<file path="src/sv/scca_pkg.sv">
// Shared constants, types and codes for the scan-context column alignment block.
package scca_pkg;

  localparam int MAX_RINGS   = 32;
  localparam int MAX_SECTORS = 64;
  localparam int CELL_COUNT  = MAX_RINGS * MAX_SECTORS;

  localparam int ADDR_W = (CELL_COUNT > 1) ? $clog2(CELL_COUNT) : 1;
  localparam int RIDX_W = (MAX_RINGS > 1) ? $clog2(MAX_RINGS) : 1;
  localparam int SIDX_W = (MAX_SECTORS > 1) ? $clog2(MAX_SECTORS) : 1;

  localparam int CMD_W      = 2;
  localparam int INDEX_W    = 11;
  localparam int HEIGHT_W   = 16;
  localparam int NR_W       = 6;
  localparam int NS_W       = 7;
  localparam int CFG_W      = 7;
  localparam int CFG_IDX_W  = 1;
  localparam int SHIFT_W    = 6;
  localparam int DIST_OUT_W = 27;

  // Sum of absolute differences over every cell of one shift.
  localparam int DIST_W = ADDR_W + HEIGHT_W;
  localparam int SUM_W  = (DIST_W > DIST_OUT_W) ? DIST_W : DIST_OUT_W;

  localparam logic [DIST_OUT_W-1:0] DIST_MAX = '1;

  localparam logic [NR_W-1:0] RINGS_RESET   = NR_W'(20);
  localparam logic [NS_W-1:0] SECTORS_RESET = NS_W'(60);

  localparam logic [CMD_W-1:0] CMD_LOAD_SRC = 2'd0;
  localparam logic [CMD_W-1:0] CMD_LOAD_TGT = 2'd1;
  localparam logic [CMD_W-1:0] CMD_ALIGN    = 2'd2;

  localparam logic [CFG_IDX_W-1:0] CFG_NUM_RINGS   = 1'd0;
  localparam logic [CFG_IDX_W-1:0] CFG_NUM_SECTORS = 1'd1;

  typedef enum logic [1:0] {
    ST_IDLE,
    ST_RUN,
    ST_DRAIN,
    ST_REPORT
  } scca_state_t;

  typedef struct packed {
    logic init;
    logic step;
    logic wr_src;
    logic wr_tgt;
  } scca_ctrl_t;

  typedef struct packed {
    logic issue_last;
    logic fin;
  } scca_stat_t;

endpackage

</file>
<file path="src/sv/scca_ctrl.sv">
// Controller state machine: accepts commands and sequences the shift search.
module scca_ctrl (
  input  logic                          clk,
  input  logic                          rst,
  input  logic                          start,
  input  logic [scca_pkg::CMD_W-1:0]    cmd,
  input  scca_pkg::scca_stat_t          stat,
  output scca_pkg::scca_ctrl_t          ctrl,
  output logic                          busy,
  output logic                          done
);

  scca_pkg::scca_state_t state, state_next;
  logic accept;

  assign accept = start && (state == scca_pkg::ST_IDLE);

  always_ff @(posedge clk) begin
    if (rst) begin
      state <= scca_pkg::ST_IDLE;
    end else begin
      state <= state_next;
    end
  end

  always_comb begin
    state_next = state;
    ctrl       = '0;
    busy       = 1'b1;
    done       = 1'b0;
    unique case (state)
      scca_pkg::ST_IDLE: begin
        busy        = 1'b0;
        ctrl.wr_src = accept && (cmd == scca_pkg::CMD_LOAD_SRC);
        ctrl.wr_tgt = accept && (cmd == scca_pkg::CMD_LOAD_TGT);
        if (accept && (cmd == scca_pkg::CMD_ALIGN)) begin
          ctrl.init  = 1'b1;
          state_next = scca_pkg::ST_RUN;
        end
      end
      scca_pkg::ST_RUN: begin
        ctrl.step = 1'b1;
        if (stat.issue_last) begin
          state_next = scca_pkg::ST_DRAIN;
        end
      end
      scca_pkg::ST_DRAIN: begin
        if (stat.fin) begin
          state_next = scca_pkg::ST_REPORT;
        end
      end
      scca_pkg::ST_REPORT: begin
        done       = 1'b1;
        state_next = scca_pkg::ST_IDLE;
      end
      default: begin
        state_next = scca_pkg::ST_IDLE;
      end
    endcase
  end

endmodule

</file>
<file path="config.mk">
export PLATFORM = sky130hd
export DESIGN_NAME = scca_ctrl
export DESIGN_NICKNAME = d
export VERILOG_FILES = /design/src/sv/scca_pkg.sv /design/src/sv/scca_ctrl.sv
export SDC_FILE = /design/constraint.sdc
export NUM_CORES = 1
export LEC_CHECK = 0
export BUFFER_PORTS_ARGS = -buffer_cell sky130_fd_sc_hd__buf_4
export CAP_MARGIN = 20
export CORE_AREA = 5 5 42 44
export CTS_BUF_LIST = sky130_fd_sc_hd__clkbuf_4 sky130_fd_sc_hd__clkbuf_8 sky130_fd_sc_hd__clkbuf_16
export CTS_CLUSTER_DIAMETER = 120
export DETAILED_ROUTE_END_ITERATION = 12
export DIE_AREA = 0 0 47 49
export PLACE_DENSITY = 0.48
export SYNTH_ARGS = -nofsm -noshare
export SYNTH_HDL_FRONTEND = slang
export SYNTH_SLANG_ARGS = --single-unit
</file>
<file path="constraint.sdc">
create_clock -name clk -period 1.7 [get_ports clk]
set_input_delay 0.17 -clock clk [delete_from_list [all_inputs] [get_ports clk]]
set_output_delay 0.17 -clock clk [all_outputs]
set_load 0.05 [all_outputs]
</file>
Word level (Yosys, flattened, before mapping)
Cells that the tools add are included.
{"block": "totals", "ff_bits": 2, "inputBits": 7, "out_inout_bits": 6, "elab_cells": 26}
{"block": "op_classes", "n_eq_ne": 8, "muxes": 10, "reduce_logical": 7}
{"cell": "two-way mux 2 bit", "count": 4}
{"cell": "case mux 2 bit (4 select lines)", "count": 1}
{"cell": "== test 2 bit, second input constant", "count": 3}
{"cell": "two-way mux 1 bit", "count": 5}
{"cell": "== test 2 x 1 -> 1 bit, second input constant", "count": 2}
{"cell": "logical AND 1 bit", "count": 4}
{"cell": "logical NOT 2 bit", "count": 2}
{"cell": "inequality test 2 bit, second input constant", "count": 2}
{"cell": "AND reduction 3 bit", "count": 1}
{"cell": "inequality test 2 x 1 -> 1 bit, second input constant", "count": 1}

Longest topological paths before layout
{"block": "depth", "depth_word": 5, "ltp_mapped": 5, "depth_no_buf": 5}

Least setup slack after synthesis
Ideal clock, no wire load.
{"block": "synth_path", "path_type": "reg2out", "start": "register state[0]", "end": "output port ctrl[3] in the netlist's numbering", "arrival_ps": 1868, "t_required_ps": 1530, "slack_ps": -338, "stages_incl_launch_ff": 5, "path_buffers": 0, "cell_sequence": "dfxtp_1 inv_1 ha_1 nand2_1 nor3b_1"}
{"item": "from (decl)", "line_no": "scca_ctrl.sv:13", "rtl": "scca_pkg::scca_state_t state, state_next;"}
{"item": "from (signal assigned)", "line_no": "scca_ctrl.sv:20", "rtl": "state <= scca_pkg::ST_IDLE;"}
{"item": "from (signal assigned)", "line_no": "scca_ctrl.sv:22", "rtl": "state <= state_next;"}
{"item": "to (decl)", "line_no": "scca_ctrl.sv:8", "rtl": "output scca_pkg::scca_ctrl_t ctrl,"}

==> run metrics <==
result of the run completed; dominant cell type by area after synthesis sky130_fd_sc_hd__ha_1; Syn Std Cell Area roughly 200 µm²; pin count of the biggest net entering global routing 5; quantity of gates resized following cts 0; total of fill cells in the finished design about 160; period utilization 0.919; total leakage power about 0.17 nW; Cells after Synth 23; router iterations before antenna repair 1; Die Y between 40 and 50 µm; clock tree from TritonCTS done; buffer depth of the longest clock path 2; core area roughly 1400 µm²; endpoint of the worst register-to-register path state[0]$_SDFFE_PP0P_; Pwr per Cell Area about 1600 nW/µm²; launch instance of the worst register-to-register path state[1]$_SDFFE_PP0P_; mean post-synth cell area 8.87 µm²; diode insertion count for antenna repair 0; hold violation count in the final report 0; starting utilization of the core area 0.146; drt total wl about 520 µm; sequential cell area fraction in the yosys report 0.196; maximum vdd ir drop between 0.6 and 0.7 mV; number of sinks handled by clock tree synthesis 2; vias in the first global route around 230; setup fix buffers added after clock tree synthesis 0; slowest cell on the critical path sky130_fd_sc_hd__dfxtp_1; Hold Path Origin rst; count of unique library cells instantiated by Yosys 13; RSZ-0062 raised after global routing false; non-filler instance count after layout between 50 and 60; Clock Latency Late Sink 0.22 ns; number of buffers created by CTS 3; Endpoint, Worst Hold state[0]$_SDFFE_PP0P_; clock transition at the registers of the reported paths roughly 0.030 ns; cell-by-cell listing of the critical path inv_1 > ha_2 > nand2_1 > nor3b_2 > buf_6; crit-path leading delay family simple AND/OR/NAND/NOR gates; io pins 13; # nets final 52; Worst Path Buf+Inv 2; number of pins with negative max-slew slack in the final report 0; DRC errors left 0; worst min-delay path category primary input to register; required time worst endpoint ~1.5 ns; Worst Clk Skew 0.000523 ns; number of nets in the synthesized netlist 35; sort of element at the start of the critical path register; number of buffers added to fix hold violations after cts 0; number of cells in the design after placement around 50; register ranked first by flip-flop count state; cell at the root of the clock tree sky130_fd_sc_hd__clkbuf_4; total routing resource utilization after global routing 0.0570; top cells by area, synth sky130_fd_sc_hd__ha_1, sky130_fd_sc_hd__dfxtp_1, sky130_fd_sc_hd__inv_1; Die X-Extent about 47 µm; detail-routed net length per standard cell ~9.6 µm; Synthesis Warnings 0; global placement routability congestion about 0.73; FP Rows 14; antenna violations before repair 0; achievable clock frequency ~640 MHz; internal reg-to-reg setup slack approximately 0.27 ns; Total Die Area roughly 2300 µm²; number of violations reported at the end of detailed-routing iteration 0 0; post-route minimum period ~1.6 ns; largest driver fanout on the critical path 4; max reg flops 2; number of stages on the worst hold path 2; Worst Tran Pin Value just under 0.4 ns; Layout Area Growth over Synthesis 75.5%; Max Cap Violations 0; relative slew slack 0.736; count of final setup violators 0; count of state elements after synthesis 2; global-route wire length before repair approximately 880 µm; area of the multi-input gates between 150 and 200 µm²; number of buffer cells added on primary ports 12; residual antenna-violating net count after detailed routing 0; GRT overflow 0; CTS H-tree lvls 1; area share of the largest cell type after synthesis 0.307; r2r worst-path depth 5; area occupied by registers between 40 and 50 µm²; Critical Path AT between 1 and 1.5 ns; Via density slightly below 4; detailed-route via count 209; DP HPWL roughly 430 µm; kind of critical path register to output port; slowest cell delay on critical path approximately 0.32 ns; share of cells above drive strength 1 0.526; endpoint type of the worst setup path output port; Total Negative Setup Slacks 0 ns; largest registers state: 2 flops
cells in the mapped netlist:
cell type	n
sky130_fd_sc_hd__nand2_1	1
sky130_fd_sc_hd__a211oi_1	1
sky130_fd_sc_hd__mux2i_1	1
sky130_fd_sc_hd__nor3b_1	2
sky130_fd_sc_hd__inv_1	4
sky130_fd_sc_hd__a221o_1	1
sky130_fd_sc_hd__nor2b_1	1
sky130_fd_sc_hd__ha_1	5
sky130_fd_sc_hd__dfxtp_1	2
sky130_fd_sc_hd__nor3_1	1
sky130_fd_sc_hd__nand3b_1	1
sky130_fd_sc_hd__a2111oi_0	1
sky130_fd_sc_hd__nand2b_1	2
final cells by class:
type                            instances  area share
Multi-Input combinational cell         17       0.465
Timing Repair Buffer                   12       0.262
Sequential cell                         2       0.112
Clock buffer                            3      0.0629
Tap cell                               16      0.0559
Inverter                                4      0.0420
how the worst max path moves through the flow:
stage | from | endpoint | cells past startpoint | slack [ns]
after global placement | state[1]$_SDFFE_PP0P_ | state[0]$_SDFFE_PP0P_ | 5 | 0.25
after CTS | state[0]$_SDFFE_PP0P_ | ctrl[3] | 5 | 0.08
after detailed placement | state[1]$_SDFFE_PP0P_ | state[0]$_SDFFE_PP0P_ | 5 | 0.27
after floorplan | state[0]$_SDFFE_PP0P_ | ctrl[3] | 4 | 0.11
after global routing | state[1]$_SDFFE_PP0P_ | ctrl[3] | 5 | 0.05
final | state[1]$_SDFFE_PP0P_ | ctrl[3] | 5 | 0.14
stage by stage:
step                hold WS, ns  setup WS [ns]   util  power (mW)  cell area, µm²
detailed placement        0.352          0.267  0.235       0.453             329
global route              0.118         0.0500  0.255       0.618             358
floorplan                 0.243          0.112      -       0.358             219
global placement          0.355          0.253  0.235       0.454             329
CTS                       0.112         0.0813  0.251       0.567             352
finish                    0.120          0.138  0.255       0.560             358
layout by cell type, fill, tap and decap left out:
master	synthesis	final
sky130_fd_sc_hd__ha_2	0	1
sky130_fd_sc_hd__nand2_1	1	1
sky130_fd_sc_hd__dfxtp_1	2	2
sky130_fd_sc_hd__buf_6	0	1
sky130_fd_sc_hd__inv_2	0	1
sky130_fd_sc_hd__nor2b_1	1	1
sky130_fd_sc_hd__buf_4	0	11
sky130_fd_sc_hd__nand2b_1	2	2
sky130_fd_sc_hd__clkbuf_4	0	3
sky130_fd_sc_hd__nand3b_1	1	1
sky130_fd_sc_hd__mux2i_1	1	1
sky130_fd_sc_hd__nor3b_2	0	2
sky130_fd_sc_hd__inv_1	4	3
sky130_fd_sc_hd__a221o_1	1	1
sky130_fd_sc_hd__a211oi_1	1	1
sky130_fd_sc_hd__a2111oi_0	1	1
sky130_fd_sc_hd__nor3_2	0	1
sky130_fd_sc_hd__ha_1	5	4
where the power goes:
group / internal (mW) / leakage, nW / switching, mW
Clock: 0.0778 / 0.0138 / 0.0263
Combinational: 0.133 / 0.144 / 0.239
Sequential: 0.0659 / 0.0164 / 0.0180
kinds of logic (layout without fill, tap and decap cells):
group | Yosys count | after routing | share of synthesized area
adder cells (fa/ha/maj) | 5 | 5 | 0.307
buffers and inverters | 4 | 19 | 0.0736
AO/OA/AOI/OAI | 3 | 3 | 0.129
AND/OR/NAND/NOR | 8 | 8 | 0.245
flip-flops | 2 | 2 | 0.196
multiplexers | 1 | 1 | 0.0491
metal layers:
layer | track usage | share of wire | vias to the layer above | routed length, µm
met5 | 0 | 0 | - | 0
met4 | 0.0691 | 0 | 0 | 0
met3 | 0.0295 | 0.17 | 0 | 86
met2 | 0.0724 | 0.48 | 10 | 250
met1 | 0.0569 | 0.36 | 90 | 185
li1 | - | - | 109 | -
No activity file was read; power rests on OpenSTA's default activity.
